===== src/rtl/rbpc_pkg.sv =====
// Shared widths, operation codes and types of the ring buffer with peek and commit.
`timescale 1ns / 1ps

package rbpc_pkg;

    localparam int OP_W      = 3;
    localparam int DATA_W    = 32;
    localparam int FRAMES_W  = 7;
    localparam int PTR_IN_W  = 12;

    localparam logic [OP_W-1:0] OP_WRITE   = 3'd0;
    localparam logic [OP_W-1:0] OP_PEEK    = 3'd1;
    localparam logic [OP_W-1:0] OP_ADVANCE = 3'd2;
    localparam logic [OP_W-1:0] OP_SET_RD  = 3'd3;
    localparam logic [OP_W-1:0] OP_SET_WR  = 3'd4;

    typedef struct packed {
        logic [DATA_W-1:0]   sample_out;
        logic                sample_valid;
        logic [FRAMES_W-1:0] granted_frames;
        logic                last;
    } t_result;

    // Status of the output queue as seen by the sequencer.
    typedef struct packed {
        logic [1:0] count;
        logic       pop;
    } t_fifo_stat;

    typedef enum logic [2:0] {
        S_IDLE = 3'b001,
        S_PEEK = 3'b010,
        S_MOD  = 3'b100
    } t_state;

endpackage


===== src/rtl/rbpc_if.sv =====


interface rbpc_out_if import rbpc_pkg::*; ();
    logic                valid;
    logic                ready;
    logic [DATA_W-1:0]   sample_out;
    logic                sample_valid;
    logic [FRAMES_W-1:0] granted_frames;
    logic                last;

    modport source (output valid, sample_out, sample_valid, granted_frames, last, input ready);
    modport sink   (input valid, sample_out, sample_valid, granted_frames, last, output ready);
endinterface


===== src/rtl/rbpc_out_fifo.sv =====
// Two-entry result queue that decouples the sequencer from the result receiver.
`timescale 1ns / 1ps

module rbpc_out_fifo import rbpc_pkg::*; (
    input  logic       i_clk,
    input  logic       i_rst_n,
    input  logic       i_push,
    input  t_result    i_push_data,
    output t_fifo_stat o_stat,
    rbpc_out_if.source o_out
);

    t_result    r_mem [2];
    logic       r_wp;
    logic       r_rp;
    logic [1:0] r_cnt;
    logic       pop;
    t_result    head;

    assign pop  = o_out.valid & o_out.ready;
    assign head = r_mem[r_rp];

    assign o_out.valid          = (r_cnt != 2'd0);
    assign o_out.sample_out     = head.sample_out;
    assign o_out.sample_valid   = head.sample_valid;
    assign o_out.granted_frames = head.granted_frames;
    assign o_out.last           = head.last;

    assign o_stat.count = r_cnt;
    assign o_stat.pop   = pop;

    always_ff @(posedge i_clk) begin
        if (i_push) begin
            r_mem[r_wp] <= i_push_data;
        end
    end

    always_ff @(posedge i_clk) begin
        if (!i_rst_n) begin
            r_wp  <= 1'b0;
            r_rp  <= 1'b0;
            r_cnt <= 2'd0;
        end else begin
            if (i_push) begin
                r_wp <= ~r_wp;
            end
            if (pop) begin
                r_rp <= ~r_rp;
            end
            r_cnt <= r_cnt + 2'(i_push) - 2'(pop);
        end
    end

    a_no_overflow: assert property (@(posedge i_clk) disable iff (!i_rst_n)
        (r_cnt == 2'd2 && !pop) |-> !i_push)
        else $error("result queue overflow");

    a_no_underflow: assert property (@(posedge i_clk) disable iff (!i_rst_n)
        (r_cnt == 2'd0) |=> (r_cnt == 2'd0 || r_cnt == 2'd1))
        else $error("result queue count jumped from empty");

endmodule


===== src/flat_wrapper.sv =====
// flat-port wrapper written by rule: the top's interface ports become plain ports
module rbpc_out_fifo_flat import rbpc_pkg::*;
  (i_clk, i_rst_n, i_push, i_push_data, o_stat, o_out_valid, o_out_sample_out, o_out_sample_valid, o_out_granted_frames, o_out_last, o_out_ready);
  rbpc_out_if o_out_i ();
  input  logic i_clk;
  input  logic i_rst_n;
  input  logic i_push;
  input  t_result i_push_data;
  output t_fifo_stat o_stat;
  output wire logic [$bits(o_out_i.valid)-1:0] o_out_valid;
  output wire logic [$bits(o_out_i.sample_out)-1:0] o_out_sample_out;
  output wire logic [$bits(o_out_i.sample_valid)-1:0] o_out_sample_valid;
  output wire logic [$bits(o_out_i.granted_frames)-1:0] o_out_granted_frames;
  output wire logic [$bits(o_out_i.last)-1:0] o_out_last;
  input wire logic [$bits(o_out_i.ready)-1:0] o_out_ready;
  assign o_out_valid = o_out_i.valid;
  assign o_out_sample_out = o_out_i.sample_out;
  assign o_out_sample_valid = o_out_i.sample_valid;
  assign o_out_granted_frames = o_out_i.granted_frames;
  assign o_out_last = o_out_i.last;
  assign o_out_i.ready = o_out_ready;
  rbpc_out_fifo u_core (.i_clk(i_clk), .i_rst_n(i_rst_n), .i_push(i_push), .i_push_data(i_push_data), .o_stat(o_stat), .o_out(o_out_i));
endmodule

===== config.mk =====
export PLATFORM = sky130hd
export DESIGN_NAME = rbpc_out_fifo_flat
export DESIGN_NICKNAME = d
export VERILOG_FILES = /design/src/rtl/rbpc_pkg.sv /design/src/rtl/rbpc_if.sv /design/src/rtl/rbpc_out_fifo.sv /design/src/flat_wrapper.sv
export SDC_FILE = /design/constraint.sdc
export NUM_CORES = 1
export LEC_CHECK = 0
export BUFFER_PORTS_ARGS = -buffer_cell sky130_fd_sc_hd__buf_2
export CORE_AREA = 2 2 91 93
export DETAILED_ROUTE_END_ITERATION = 12
export DIE_AREA = 0 0 93 95
export GPL_ROUTABILITY_DRIVEN = 1
export GPL_TIMING_DRIVEN = 0
export PLACE_DENSITY = 0.77
export SLEW_MARGIN = 40
export SYNTH_ARGS = -nofsm -noshare
export SYNTH_HDL_FRONTEND = slang
export SYNTH_SLANG_ARGS = --single-unit

===== constraint.sdc =====
create_clock -name i_clk -period 3.13 [get_ports i_clk]
set_input_delay 0 -clock i_clk [delete_from_list [all_inputs] [get_ports i_clk]]
set_output_delay 0 -clock i_clk [all_outputs]
set_load 0.01 [all_outputs]

==> results_dict.tcl <==
set metrics [dict create \
    synth_common_cells "edfxtp_1 (82), mux2_4 (40), dfxtp_1 (5)" \
    p_per_area_mw_per_mm2 642 \
    fin_area_sq_mm 0.00471 \
    area_growth_pct 38.2 \
    synth_top_area_share_pct 72.2 \
    place_hpwl_um 3610 \
    layout_setup_ws_ns 1.64 \
    pwr-share-comb_pct 26.8 \
    tightestPinTransition_ns 0.358 \
    drt-total-wl_um 5630 \
    postCtsHoldBufs 42 \
    syn_area_per_cell_sq_um 22.6 \
    p_leak_nw 1.89 \
    first_pass_iters 4 \
    drive_gt1_share_pct 52.5 \
    cts_buffer_depth 2 \
    cap_violations 0 \
    gp_congestion 0.634 \
    clkTransAtPathRegs_ns 0.08 \
    worst-endpoint-required_ns 3.41 \
    start_util_pct 43.0 \
    yosys.area.top_type "edfxtp_1" \
    p_seq_share_pct 45.8 \
    endpoint_kind "flop" \
    hold_path.class "input pin to flop" \
    nets 343 \
    synth.area.top_cells "edfxtp_1 (72%), mux2_4 (18%), dfxtp_1 (2.9%), buf_12 (2.3%), ha_1 (0.73%)" \
    cts_made_buffers 9 \
    postCtsSetupBuffers 0 \
    grt_use_total_pct 13.4 \
    cts.sinks 87 \
    synth_warnings 0 \
    synth.net_count 198 \
    crit_slowest_cell "dfxtp_1" \
    fin_crit_ns 1.49 \
    clkPwrFrac_pct 27.5 \
    syn_area_sq_mm 0.00341 \
    worstPathCellList "o21a_1, ha_1, inv_1, ha_1, xnor3_1, nor2b_1" \
    slew-limit-headroom_pct 76.1 \
    grt_max_degree 26 \
    crit_path_max_incr_delay_ns 0.41 \
    criticalPathCategory "flop to flop" \
    crit_fanout 4 \
    grt_pass1_vias 1856 \
    die-area_sq_mm 0.00884 \
    ys_ff_latch 87 \
    synth_edf_count 82 \
    async_flop_share_pct 0 \
    first_iter_violations 34 \
    path_common_cell "ha_1" \
    vias 1792 \
    worst_hold_slack_ns 0.0361 \
    finalSetupViolCount 0 \
    finalSetupTns_ns 0 \
    io-pin-count 90 \
    placed_cell_area_sq_mm 0.00407 \
    cts_tree "yes" \
    fin_util_pct 59.5 \
    antenna_found_initial 0 \
    postSynthCellCount 151 \
    drc_errors 0 \
    power.switching_w 0.000742 \
    fin_crit_sh_pct 47.6 \
    cp_top_family "adder cells" \
    ant_nets 0 \
    grt.overflow.total 0 \
    dieHeight_um 95 \
    peakVddDrop_uv 418 \
    worstSetupStartpointType "flop" \
    viasPerCell 4.41 \
    crit_arrival_ns 1.77 \
    io_buffers 89 \
    sw_frac_of_total_pct 24.5 \
    ys_seq_area_share_pct 75.1 \
    clk-insertion-delay-late_ns 0.34 \
    die_x_um 93 \
    htreeDepth 3 \
    drv_slew 0 \
    path_buf_inv 1 \
    rsz0062_at_grt "false" \
    fmax_mhz 671 \
    root_buffer "clkbuf_8" \
    fp.coreArea_sq_mm 0.00793 \
    cts.repair.resized 0 \
    wl_per_cell_um 13.9 \
    diodes 0 \
    clock_skew_ns 0.00696 \
    hold_viol_final 0 \
    place_ws_ns 1.64 \
    synth_cell_type_count 17 \
    post-synth-top-count-cell "edfxtp_1" \
    p_int_w 0.00229 \
    outcome "finished, final reports clean" \
    grt_pass1_wl_um 8830 \
    rows 33 \
    ys.flop_type "edfxtp_1" \
]
through the flow:
step                      power, W  std cells
after floorplan            0.00195        151
after global placement     0.00216        345
after detailed placement   0.00220        348
after CTS                  0.00307        406
after global routing       0.00317        406
final                      0.00303        406
power groups by stage:
| stage | Combinational, W | Clock, W | Sequential, W |
|---|---|---|---|
| floorplan | 0.000541 | 0 | 0.00141 |
| global placement | 0.000752 | 0 | 0.00141 |
| detailed placement | 0.000784 | 0 | 0.00141 |
| CTS | 0.000827 | 0.000858 | 0.00139 |
| global route | 0.000871 | 0.000905 | 0.00139 |
| finish | 0.000810 | 0.000831 | 0.00139 |
area by class of cell:
cell class | count | area, sq um
fillers | 628 | 3210
flip-flops and latches | 87 | 2560
repair buffers | 134 | 941
multi-input cells | 56 | 752
well taps | 105 | 131
clock buffers | 9 | 124
plain buffers | 6 | 98.8
clock inverters | 7 | 96.3
inverters | 2 | 7.51
cell usage in the layout (no fill, tap or decap):
cell	instances
mux2i_1	2
o21a_1	2
dlygate4sd3_1	42
buf_6	1
nand2b_1	1
inv_1	2
mux2_4	40
clkinvlp_4	3
xnor3_1	1
dfxtp_1	5
clkinv_2	1
bufinv_16	2
or2_2	1
edfxtp_1	82
buf_4	1
and2_1	1
inv_6	1
clkbuf_8	9
nor2b_1	2
buf_12	5
and2_4	1
ha_1	2
buf_16	2
nand2_1	1
buf_2	89
nor2b_4	1
mux2_2	1
logic make-up after synthesis:
kind of cell	after synthesis	synth area share [%]
flops	87	75.1
mux	43	18.5
simple gates	8	1.39
fa+ha+maj	2	0.734
xor+xnor	1	0.660
buf+inv	8	3.12
compound gates	2	0.440
final timing paths:
check	end	start	depth (start not counted)	slack, ns
max	u_core.r_cnt[1]	u_core.r_cnt[1]	6	1.64
max reg2reg	u_core.r_cnt[1]	u_core.r_cnt[1]	6	1.64
min	u_core.r_wp	i_push	3	0.04
min reg2reg	u_core.r_rp	u_core.r_rp	2	0.49
routing by layer:
layer | routed length (um) | vias to the layer above | GRT usage, %
li1 | - | 870 | -
met1 | 2180 | 856 | 15.0
met2 | 3090 | 54 | 24.2
met3 | 255 | 12 | 3.11
met4 | 104 | 0 | 6.62
met5 | 0 | - | 0
registers in the layout, summed over array words and instances, names as in the netlist, named ones only:
register / count
u_core.r_rp: 1
u_core.r_wp: 1
u_core.r_cnt: 2
u_core.r_mem: 82
tightest hold or removal path, stage by stage:
cell	delay [ns]
buf_2	0.12
nor2b_1	0.06
o21a_1	0.16
(Power assumes the default switching activity.)
