### src/rtl/rbpc_pkg.sv
// Shared widths, operation codes and types of the ring buffer with peek and commit.
`timescale 1ns / 1ps

package rbpc_pkg;

    localparam int OP_W      = 3;
    localparam int DATA_W    = 32;
    localparam int FRAMES_W  = 7;
    localparam int PTR_IN_W  = 12;

    localparam logic [OP_W-1:0] OP_WRITE   = 3'd0;
    localparam logic [OP_W-1:0] OP_PEEK    = 3'd1;
    localparam logic [OP_W-1:0] OP_ADVANCE = 3'd2;
    localparam logic [OP_W-1:0] OP_SET_RD  = 3'd3;
    localparam logic [OP_W-1:0] OP_SET_WR  = 3'd4;

    typedef struct packed {
        logic [DATA_W-1:0]   sample_out;
        logic                sample_valid;
        logic [FRAMES_W-1:0] granted_frames;
        logic                last;
    } t_result;

    // Status of the output queue as seen by the sequencer.
    typedef struct packed {
        logic [1:0] count;
        logic       pop;
    } t_fifo_stat;

    typedef enum logic [2:0] {
        S_IDLE = 3'b001,
        S_PEEK = 3'b010,
        S_MOD  = 3'b100
    } t_state;

endpackage

### src/rtl/rbpc_if.sv
// Valid/ready channel interfaces for request and result beats.
`timescale 1ns / 1ps

interface rbpc_in_if import rbpc_pkg::*; ();
    logic                valid;
    logic                ready;
    logic [OP_W-1:0]     operation;
    logic [DATA_W-1:0]   sample_in;
    logic [FRAMES_W-1:0] frames;
    logic [PTR_IN_W-1:0] pointer_value;

    modport source (output valid, operation, sample_in, frames, pointer_value, input ready);
    modport sink   (input valid, operation, sample_in, frames, pointer_value, output ready);
endinterface


### src/rtl/rbpc_ctrl.sv
// Sequencer: pointers, availability check, peek read streaming, pointer reduction.
`timescale 1ns / 1ps

module rbpc_ctrl import rbpc_pkg::*; #(
    parameter int DEPTH     = 4096,
    parameter int MAX_BLOCK = 64,
    parameter int SW        = 32,
    parameter int AW        = 12
) (
    input  logic          i_clk,
    input  logic          i_rst_n,
    rbpc_in_if.sink       i_in,
    input  t_fifo_stat    i_fifo,
    output logic          o_push,
    output t_result       o_push_data,
    output logic          o_wr_en,
    output logic [AW-1:0] o_wr_addr,
    output logic [SW-1:0] o_wr_data,
    output logic          o_rd_en,
    output logic [AW-1:0] o_rd_addr,
    input  logic [SW-1:0] i_rd_data
);

    localparam int  CW        = (AW > FRAMES_W) ? AW : FRAMES_W;
    localparam int  MOD_STEPS = 3;
    localparam int  STEP_W    = 2;
    localparam bit  NEED_MOD  = (DEPTH < (2 ** PTR_IN_W));
    localparam int  MOD_D     = NEED_MOD ? DEPTH : 1;
    localparam int  RECIP_SH  = 24;
    localparam int  PROD_W    = PTR_IN_W + RECIP_SH;
    localparam int  RECIP     = (1 << RECIP_SH) / MOD_D;

    t_state              r_state, n_state;
    logic [AW-1:0]       r_wp, n_wp;
    logic [AW-1:0]       r_rp, n_rp;
    logic                r_rd_pend;
    logic [AW-1:0]       r_addr, n_addr;
    logic [FRAMES_W-1:0] r_idx, n_idx;
    logic [FRAMES_W-1:0] r_n, n_n;
    logic                r_pend_last, n_pend_last;
    logic [FRAMES_W-1:0] r_pend_n, n_pend_n;
    logic [PTR_IN_W-1:0] r_rem, n_rem;
    logic [PTR_IN_W-1:0] r_quot, n_quot;
    logic [STEP_W-1:0]   r_step, n_step;
    logic                r_sel_wr, n_sel_wr;

    logic                in_fire;
    logic                slot_ok;
    logic [FRAMES_W-1:0] n_sat;
    logic [AW:0]         avail_x;
    logic [AW-1:0]       avail;
    logic                enough;
    logic [CW:0]         adv_sum;
    logic [AW-1:0]       adv_rp;
    logic [AW-1:0]       wp_inc;
    logic [AW-1:0]       addr_inc;
    logic                issue_last;
    logic [PROD_W-1:0]   quot_prod;
    logic [PTR_IN_W-1:0] quot_est;
    logic [PTR_IN_W-1:0] rem_diff;
    logic [PTR_IN_W-1:0] rem_next;
    t_result             direct;
    logic                direct_push;

    // Room for one more beat once everything in flight has landed.
    assign slot_ok = ({1'b0, i_fifo.count} + 3'(r_rd_pend)) <= (3'd1 + 3'(i_fifo.pop));

    assign i_in.ready = (r_state == S_IDLE) & ~r_rd_pend & slot_ok;
    assign in_fire    = i_in.valid & i_in.ready;

    assign n_sat = (i_in.frames > FRAMES_W'(MAX_BLOCK)) ? FRAMES_W'(MAX_BLOCK) : i_in.frames;

    // Equal pointers mean empty, so a full buffer reads as empty.
    assign avail_x = (r_wp >= r_rp) ? ({1'b0, r_wp} - {1'b0, r_rp})
                                    : ((AW+1)'(DEPTH) - {1'b0, r_rp} + {1'b0, r_wp});
    assign avail   = avail_x[AW-1:0];
    assign enough  = CW'(avail) >= CW'(n_sat);

    // Granted frames never exceed avail < DEPTH, so one subtract wraps the sum.
    assign adv_sum = (CW+1)'(r_rp) + (CW+1)'(n_sat);
    assign adv_rp  = (adv_sum >= (CW+1)'(DEPTH)) ? AW'(adv_sum - (CW+1)'(DEPTH)) : AW'(adv_sum);

    assign wp_inc   = (({1'b0, r_wp} + 1'b1) == (AW+1)'(DEPTH)) ? '0 : r_wp + 1'b1;
    assign addr_inc = (({1'b0, r_addr} + 1'b1) == (AW+1)'(DEPTH)) ? '0 : r_addr + 1'b1;

    assign issue_last = ((r_idx + 1'b1) == r_n);

    // Reciprocal remainder: the quotient estimate is low by at most one,
    // so a single compare and subtract finishes the reduction.
    assign quot_prod = PROD_W'(r_rem) * PROD_W'(RECIP);
    assign quot_est  = quot_prod[PROD_W-1:RECIP_SH];
    assign rem_diff  = r_rem - PTR_IN_W'(r_quot * PTR_IN_W'(MOD_D));
    assign rem_next  = (r_rem >= PTR_IN_W'(MOD_D)) ? (r_rem - PTR_IN_W'(MOD_D)) : r_rem;

    always_comb begin
        n_state     = r_state;
        n_wp        = r_wp;
        n_rp        = r_rp;
        n_addr      = r_addr;
        n_idx       = r_idx;
        n_n         = r_n;
        n_pend_last = r_pend_last;
        n_pend_n    = r_pend_n;
        n_rem       = r_rem;
        n_quot      = r_quot;
        n_step      = r_step;
        n_sel_wr    = r_sel_wr;
        o_wr_en     = 1'b0;
        o_rd_en     = 1'b0;
        direct_push = 1'b0;
        direct      = '{sample_out: '0, sample_valid: 1'b0, granted_frames: '0, last: 1'b1};

        case (r_state)
            S_IDLE: begin
                if (in_fire) begin
                    case (i_in.operation)
                        OP_WRITE: begin
                            o_wr_en = 1'b1;
                            n_wp    = wp_inc;
                        end
                        OP_PEEK: begin
                            if (enough && n_sat != '0) begin
                                n_state = S_PEEK;
                                n_addr  = r_rp;
                                n_idx   = '0;
                                n_n     = n_sat;
                            end else begin
                                direct_push = 1'b1;
                            end
                        end
                        OP_ADVANCE: begin
                            direct_push = 1'b1;
                            if (enough) begin
                                n_rp                  = adv_rp;
                                direct.granted_frames = n_sat;
                            end
                        end
                        OP_SET_RD, OP_SET_WR: begin
                            if (NEED_MOD) begin
                                n_state  = S_MOD;
                                n_rem    = i_in.pointer_value;
                                n_step   = STEP_W'(MOD_STEPS - 1);
                                n_sel_wr = (i_in.operation == OP_SET_WR);
                            end else if (i_in.operation == OP_SET_WR) begin
                                n_wp = AW'(i_in.pointer_value);
                            end else begin
                                n_rp = AW'(i_in.pointer_value);
                            end
                        end
                        default: begin
                        end
                    endcase
                end
            end
            S_PEEK: begin
                if (slot_ok) begin
                    o_rd_en     = 1'b1;
                    n_addr      = addr_inc;
                    n_idx       = r_idx + 1'b1;
                    n_pend_last = issue_last;
                    n_pend_n    = r_n;
                    if (issue_last) begin
                        n_state = S_IDLE;
                    end
                end
            end
            S_MOD: begin
                n_step = r_step - 1'b1;
                if (r_step == STEP_W'(2)) begin
                    n_quot = quot_est;
                end else if (r_step == STEP_W'(1)) begin
                    n_rem = rem_diff;
                end else begin
                    n_state = S_IDLE;
                    if (r_sel_wr) begin
                        n_wp = AW'(rem_next);
                    end else begin
                        n_rp = AW'(rem_next);
                    end
                end
            end
            default: begin
                n_state = S_IDLE;
            end
        endcase
    end

    assign o_wr_addr = r_wp;
    assign o_wr_data = SW'(i_in.sample_in);
    assign o_rd_addr = r_addr;

    // A returning read and a direct result never meet: ready waits out the read.
    assign o_push = r_rd_pend | direct_push;
    always_comb begin
        if (r_rd_pend) begin
            o_push_data = '{sample_out: DATA_W'(i_rd_data), sample_valid: 1'b1,
                            granted_frames: r_pend_n, last: r_pend_last};
        end else begin
            o_push_data = direct;
        end
    end

    always_ff @(posedge i_clk) begin
        if (!i_rst_n) begin
            r_state   <= S_IDLE;
            r_wp      <= '0;
            r_rp      <= '0;
            r_rd_pend <= 1'b0;
        end else begin
            r_state   <= n_state;
            r_wp      <= n_wp;
            r_rp      <= n_rp;
            r_rd_pend <= o_rd_en;
        end
    end

    always_ff @(posedge i_clk) begin
        r_addr      <= n_addr;
        r_idx       <= n_idx;
        r_n         <= n_n;
        r_pend_last <= n_pend_last;
        r_pend_n    <= n_pend_n;
        r_rem       <= n_rem;
        r_quot      <= n_quot;
        r_step      <= n_step;
        r_sel_wr    <= n_sel_wr;
    end

    a_peek_ends_idle: assert property (@(posedge i_clk) disable iff (!i_rst_n)
        (o_rd_en && issue_last) |=> (r_state == S_IDLE))
        else $error("peek did not end after its last read");

    a_mod_in_range: assert property (@(posedge i_clk) disable iff (!i_rst_n)
        (r_state == S_MOD && r_step == '0) |=> ((AW+1)'(r_sel_wr ? r_wp : r_rp) < (AW+1)'(DEPTH)))
        else $error("reduced pointer out of range");

    a_push_has_room: assert property (@(posedge i_clk) disable iff (!i_rst_n)
        o_push |-> (i_fifo.count != 2'd2 || i_fifo.pop))
        else $error("result pushed into a full queue");

endmodule

### src/flat_wrapper.sv
// flat-port wrapper written by rule: the top's interface ports become plain ports
module rbpc_ctrl_flat import rbpc_pkg::*;
#(
    parameter int DEPTH     = 4096,
    parameter int MAX_BLOCK = 64,
    parameter int SW        = 32,
    parameter int AW        = 12
)
  (i_clk, i_rst_n, i_fifo, o_push, o_push_data, o_wr_en, o_wr_addr, o_wr_data, o_rd_en, o_rd_addr, i_rd_data, i_in_valid, i_in_operation, i_in_sample_in, i_in_frames, i_in_pointer_value, i_in_ready);
  rbpc_in_if i_in_i ();
  input  logic i_clk;
  input  logic i_rst_n;
  input  t_fifo_stat i_fifo;
  output logic o_push;
  output t_result o_push_data;
  output logic o_wr_en;
  output logic [AW-1:0] o_wr_addr;
  output logic [SW-1:0] o_wr_data;
  output logic o_rd_en;
  output logic [AW-1:0] o_rd_addr;
  input  logic [SW-1:0] i_rd_data;
  input wire logic [$bits(i_in_i.valid)-1:0] i_in_valid;
  input wire logic [$bits(i_in_i.operation)-1:0] i_in_operation;
  input wire logic [$bits(i_in_i.sample_in)-1:0] i_in_sample_in;
  input wire logic [$bits(i_in_i.frames)-1:0] i_in_frames;
  input wire logic [$bits(i_in_i.pointer_value)-1:0] i_in_pointer_value;
  output wire logic [$bits(i_in_i.ready)-1:0] i_in_ready;
  assign i_in_i.valid = i_in_valid;
  assign i_in_i.operation = i_in_operation;
  assign i_in_i.sample_in = i_in_sample_in;
  assign i_in_i.frames = i_in_frames;
  assign i_in_i.pointer_value = i_in_pointer_value;
  assign i_in_ready = i_in_i.ready;
  rbpc_ctrl #(.DEPTH(DEPTH), .MAX_BLOCK(MAX_BLOCK), .SW(SW), .AW(AW)) u_core (.i_clk(i_clk), .i_rst_n(i_rst_n), .i_in(i_in_i), .i_fifo(i_fifo), .o_push(o_push), .o_push_data(o_push_data), .o_wr_en(o_wr_en), .o_wr_addr(o_wr_addr), .o_wr_data(o_wr_data), .o_rd_en(o_rd_en), .o_rd_addr(o_rd_addr), .i_rd_data(i_rd_data));
endmodule
### config.mk
export PLATFORM = sky130hd
export DESIGN_NAME = rbpc_ctrl_flat
export DESIGN_NICKNAME = d
export VERILOG_FILES = /design/src/rtl/rbpc_pkg.sv /design/src/rtl/rbpc_if.sv /design/src/rtl/rbpc_ctrl.sv /design/src/flat_wrapper.sv
export SDC_FILE = /design/constraint.sdc
export NUM_CORES = 1
export LEC_CHECK = 0
export ABC_AREA = 1
export BUFFER_PORTS_ARGS = -buffer_cell sky130_fd_sc_hd__buf_2
export CAP_MARGIN = 20
export CORE_UTILIZATION = 36
export DETAILED_ROUTE_END_ITERATION = 8
export PLACE_DENSITY = 0.71
export SLEW_MARGIN = 20
export SYNTH_ARGS = -nofsm -noshare
export SYNTH_HDL_FRONTEND = slang
export SYNTH_SLANG_ARGS = --single-unit
### constraint.sdc
create_clock -name i_clk -period 4.9 [get_ports i_clk]
set_input_delay 0 -clock i_clk [delete_from_list [all_inputs] [get_ports i_clk]]
set_output_delay 0 -clock i_clk [all_outputs]
set_load 0.03 [all_outputs]
==> results of run 1 <==
-- kinds of logic (layout without fill, tap and decap cells) --
logic type      Yosys count  count (layout)  share of synthesized area (%)
xor+xnor                 28              28                           4.71
fa+ha+maj                37              37                           9.33
buf+inv                 179             279                           15.6
flops                    61              61                           30.0
simple gates            383             383                           31.7
compound gates           82              82                           8.63
-- path summary, 6_finish.rpt --
kind                                                       end  slack [ns]  cells after the start
worst max-delay path                            o_push_data[4]        1.65                     18
worst min-delay path                             o_wr_data[16]     0.00001                      0
worst max register to register   u_core.o_rd_addr[5]$_DFFE_PP_        1.68                     20
worst min register to register  u_core.r_state[0]$_SDFFE_PN1P_        0.48                      2
-- sequential cells by signal (all words and copies together) (netlist names) --
| signal | count |
|---|---|
| u_core.o_rd_addr | 12 |
| u_core.o_wr_addr | 12 |
| u_core.r_idx | 7 |
| u_core.r_n | 7 |
| u_core.r_pend_last | 1 |
| u_core.r_pend_n | 7 |
| u_core.r_rd_pend | 1 |
| u_core.r_rp | 12 |
| u_core.r_state | 2 |
-- routing by layer --
metal  up-vias  share of wire, %
met3        22               8.2
met2       232                47
met5         -                 0
met4         0               2.1
met1      2189                42
li1       2599                 -
-- through the flow --
step	utilization [%]	setup WS [ns]	area (um2)	hold WS, ns	power [W]
after floorplan	-	1.20	5200	0.122	0.00139
after global placement	41.1	1.76	5750	0.000205	0.00155
after detailed placement	41.1	1.70	5750	0.000205	0.00156
after CTS	43.8	1.62	6130	0.000205	0.00224
after global routing	43.8	1.29	6130	0.0000481	0.00240
final	43.8	1.65	6130	0.0000132	0.00223
-- cell usage in the layout, fill, tap and decap left out, types with 4 or more instances in the layout --
cell,n
o21ai_0,46
dlygate4sd3_1,6
xnor2_1,12
clkbuf_16,9
nand4_1,14
a21oi_1,15
a31oi_1,12
edfxtp_1,34
nor3_1,6
xor2_1,16
buf_2,128
ha_1,34
inv_1,125
nor2_1,73
nand3b_1,4
dfxtp_1,27
nand2_1,222
nand3_1,38
or2_2,5
-- cell type report --
class                      instances  area, um2
clock buffer                       9        225
inverter                         126        473
sequential                        61       1560
timing repair buffer             137        723
multi-input combinational        530       2830
tap                              180        225
clock inverter                     7       90.1
fill                            1417       7860
-- power by group --
part	total (W)	internal [W]	switching, W
Combinational	0.000893	0.000312	0.000582
Sequential	0.000663	0.000611	0.0000515
Clock	0.000673	0.000442	0.000232
==> qor.csv, run 1 <==
metric,value,unit
status,"finished, final reports clean",
clkTransAtPathRegs,0.05,ns
synth_edf_count,34,
synth_ff_type,edfxtp_1,
cp_slowest_stage_delay,0.36,ns
num_antenna_cells,0,
ctsHoldBuffers,6,
setup.worst_path.start,u_core.r_rp[2]$_SDFFE_PN0P_,
grtUsageMet2,34.7,%
grt_first_pass_wirelength,23.1,mm
slew_violations,0,
rsz0062_at_grt,no,
routed-via-count,5042,
initialDrtViolationCount,284,
cts_resized,0,
dp.cells,1028,
ys_ff_latch,61,
detail_route.vias_per_cell,4.80,
synthArstFlopShare,0,%
crit_chain,"inv_1, ha_1, or2_1, nand2_1, o21ai_0, xor2_1, ha_1, nand2_1, inv_1, nand2_1, nand2_1, nand2_1, nand3_1, nor2_4, nand2_2, nand3_1, o21ai_0, buf_2",
synth_common_cells,"nand2_1 (222), inv_1 (125), nor2_1 (73)",
path_buf_inv,3,
drt_first_pass_iters,6,
grt_overflow,0,
powerDensity,364,nW/um2
cts_buffer_depth,2,
post-route-min-period,3.25,ns
setup_viol,0,
fin_crit_sh,66.3,%
areaGrowthSynthToFinish,17.7,%
ant_nets,0,
synth.most_common_cell,nand2_1,
row_count,43,
die_width,122,um
dp.final_hpwl,11.4,mm
hp-start,i_in_sample_in[16],
tightestPinTransition,0.788,ns
crit_type,reg2out,
critPathSlowestCell,ha_1,
io_buffers,128,
skew,0.00640,ns
coreArea,14000,um2
tritoncts,done,
clkLatencyLatePin,0.33,ns
timing.fmax,308,MHz
final_nets,994,
critPathTopFamily,simple AND/OR/NAND/NOR gates,
ys_warn_count,0,
io_pins,193,
yosysSeqAreaShare,30.0,%
fin_cells,1050,
grt-busiest-layer,met2,
reg2reg_from,u_core.r_rp[2]$_SDFFE_PN0P_,
synth_nets,899,
tns,0,ns
synth_area_per_cell,6.76,um2
p_leak,3.36,nW
ys_top_cells_by_area,"edfxtp_1 (20%), nand2_1 (16%), dfxtp_1 (10%)",
synth.distinct_cells,42,
cap_violations,0,
die_area,14900,um2
grt_max_degree,44,
antenna_found_initial,0,
fp.dieH,122,um
synthesis.area,5200,um2
crit_path_end_kind,output port,
critPathMaxFanout,9,
htree_levels,3,
start_kind,flop,
slew_headroom,47.2,%
crit_top_cell,nand2_1,
synth_top_area_share,19.6,%
drive_above_1_share,18.7,%
drc,0,
grt_pass1_vias,4692,
yosys.area.top_type,edfxtp_1,
use_met3,4.09,%
required,4.90,ns
cts_setup_buffers,0,
avgRoutedWirePerCell,13.7,um
cts_sinks,61,
grt_usage,20.0,%
cp.arrival,3.25,ns
initial_utilization,37.2,%
irDropWorstVdd,0.164,mV
hold_path_class,in2out,
grt_use_met1,24.8,%
hold_viol,0,
netlist_instances,770,
numCtsBuffers,9,
gp_congestion,0.893,
wirelength,14.4,mm
clock-root-buffer,clkbuf_16,
Power figures use the tool's default switching activity.
==> inputs of run 2 (changes only) <==
--- a/config.mk
+++ b/config.mk
@@ -10,7 +10,7 @@
 export CAP_MARGIN = 20
 export CORE_UTILIZATION = 36
 export DETAILED_ROUTE_END_ITERATION = 8
-export PLACE_DENSITY = 0.71
+export PLACE_DENSITY = 0.74
 export SLEW_MARGIN = 20
 export SYNTH_ARGS = -nofsm -noshare
 export SYNTH_HDL_FRONTEND = slang
==> constraint.sdc (replaced) <==
create_clock -name i_clk -period 2.91 [get_ports i_clk]
set_input_delay 0 -clock i_clk [delete_from_list [all_inputs] [get_ports i_clk]]
set_output_delay 0 -clock i_clk [all_outputs]
set_load 0.03 [all_outputs]
==> qor.csv, run 2 (synthesis gave the netlist of run 1 again) <==
metric,value,unit,change
numCtsBuffers,9,,unchanged
htree_levels,3,,unchanged
io_pins,193,,unchanged
critPathSlowestCell,dfxtp_4,,
setup_viol,22,,+22
status,"complete, but fails checks",,
hold_path_class,in2out,,
num_antenna_cells,0,,unchanged
detail_route.vias_per_cell,4.83,,+0.54%
p_leak,3.54,nW,+5.6%
tightestPinTransition,0.669,ns,-0.120 ns
postLayoutCellArea,6630,um2,+8.2%
critPathMaxFanout,8,,-1
crit_type,reg2out,,
final_common_cell,nand2_1,,
post-place-ws,0.0179,ns,-1.68 ns
use_met3,4.14,%,+0.046 points
cts_sinks,61,,unchanged
hold_viol,0,,unchanged
cp_slowest_stage_delay,0.35,ns,about the same
timing.fmax,339,MHz,
dp.final_hpwl,11.3,mm,-1.3%
tritoncts,done,,
start_kind,flop,,
setup_ws,-0.0439,ns,-1.70 ns
coreArea,14000,um2,unchanged
post-route-min-period,2.95,ns,
drive_above_1_share,25.2,%,+6.5 points
initialDrtViolationCount,410,,+44%
routed-via-count,5219,,+3.5%
grt_max_degree,37,,-16%
slew_violations,0,,unchanged
cp.arrival,2.95,ns,-0.30 ns
areaGrowthSynthToFinish,27.4,%,
grt_overflow,0,,unchanged
grt_first_pass_wirelength,22.3,mm,-3.4%
powerDensity,611,nW/um2,+68%
fp.dieH,122,um,unchanged
rsz0062_at_grt,yes,,
grt_pass1_vias,4680,,-0.26%
die_width,122,um,unchanged
wirelength,14.9,mm,+3.5%
dpl-instance-area,5910,um2,+2.8%
ant_nets,0,,unchanged
crit_path_end_kind,output port,,
required,2.91,ns,-1.99 ns
initial_utilization,37.2,%,unchanged
grt_usage,19.2,%,-0.78 points
grtUsageMet2,34.6,%,-0.070 points
grt_use_met1,22.7,%,-2.1 points
clkLatencyLatePin,0.34,ns,about the same
row_count,43,,unchanged
final_nets,1025,,+3.1%
clkTransAtPathRegs,0.05,ns,about the same
drc,0,,unchanged
fin_crit_sh,102,%,
die_area,14900,um2,unchanged
crit_top_cell,nand2_1,,
irDropWorstVdd,0.257,mV,+56%
cap_violations,0,,unchanged
drt_first_pass_iters,5,,-1
skew,0.00714,ns,+0.000736 ns
antenna_found_initial,0,,unchanged
final_cell_mix,"nand2_1 (217), inv_1 (121), buf_2 (120)",,
crit_chain,"inv_4, ha_4, inv_4, fa_2, nand2_1, nand2_1, nand2_1, xnor2_1, ha_1, nand2_1, inv_1, nand2_1, nand2_1, nand2_1, nand3_2, nor2_4, nand2_4, buf_6, nand2_2, a21oi_2, o21ai_2, buf_6",,
grt-busiest-layer,met2,,
gp_congestion,0.880,,-1.5%
cts_buffer_depth,2,,unchanged
violations,negative setup slack,,
io_buffers,128,,unchanged
slew_headroom,55.2,%,+7.9 points
clock-root-buffer,clkbuf_16,,
avgRoutedWirePerCell,13.8,um,+0.57%
-- run 2: path summary, 6_finish.rpt --
path / from / to / slack, ns / depth (start not counted)
setup / recovery: u_core.o_wr_addr[0]$_SDFFE_PN0P_ / o_push / -0.04 / 22
hold / removal: i_in_sample_in[16] / o_wr_data[16] / 0.00001 / 0
setup reg to reg: u_core.o_wr_addr[0]$_SDFFE_PN0P_ / u_core.r_idx[6]$_SDFFCE_PP0P_ / -0.04 / 22
hold reg to reg: u_core.r_n[1]$_DFFE_PP_ / u_core.r_pend_n[1]$_DFFE_PP_ / 0.46 / 0
-- run 2: repair_timing --
item | 4_1_cts | 5_1_grt
resized for setup | 22 | 29
pin swaps | 19 | 11
hold buffers | 8 | 0
hold endpoints to repair | 8 | 0
endpoints found under the setup margin | 8 | 51
buffers inserted | 8 | 4
cloned | 0 | 4
-- run 2: through the flow --
stage / total power (W) / hold WS [ns] / setup TNS, ns / instances / util [%]
after global placement: 0.00269 / 0.000205 / 0 / 1041 / 42.3
after floorplan: 0.00238 / 0.122 / 0 / 770 / -
after detailed placement: 0.00271 / 0.000205 / 0 / 1041 / 42.3
after CTS: 0.00396 / 0.000205 / -0.111 / 1073 / 46.1
after global routing: 0.00432 / 0.0000582 / -5.21 / 1081 / 47.4
final: 0.00405 / 0.0000132 / -0.552 / 1081 / 47.4
-- run 2: cell type report --
| type | count | area, um2 |
|---|---|---|
| fillers | 1374 | 7360 |
| well taps | 180 | 225 |
| flip-flops and latches | 61 | 1580 |
| clock buffers | 9 | 225 |
| repair buffers | 165 | 1000 |
| clock inverters | 7 | 100 |
| inverters | 126 | 478 |
| multi-input cells | 533 | 3020 |
-- run 2: worst max-delay path: cells and delay by family, from the launching register on --
kind / cells / cell delay, ns
buffers and inverters: 5 / 0.42
AND/OR/NAND/NOR: 11 / 0.78
adder cells (fa/ha/maj): 3 / 0.73
flip-flops: 1 / 0.35
AO/OA/AOI/OAI: 2 / 0.22
XOR/XNOR: 1 / 0.13
-- run 2: routing by layer --
metal / vias up / wire length, um
li1: 2664 / -
met1: 2277 / 6160
met2: 252 / 7220
met3: 26 / 1250
met4: 0 / 264
met5: - / 0
-- run 2: where the power goes --
| part | leakage, nW | total (W) | switching, W | internal (W) |
|---|---|---|---|---|
| combinational | 2.84 | 0.00178 | 0.00109 | 0.000684 |
| sequential | 0.538 | 0.00112 | 0.0000884 | 0.00103 |
| clock | 0.160 | 0.00116 | 0.000404 | 0.000753 |
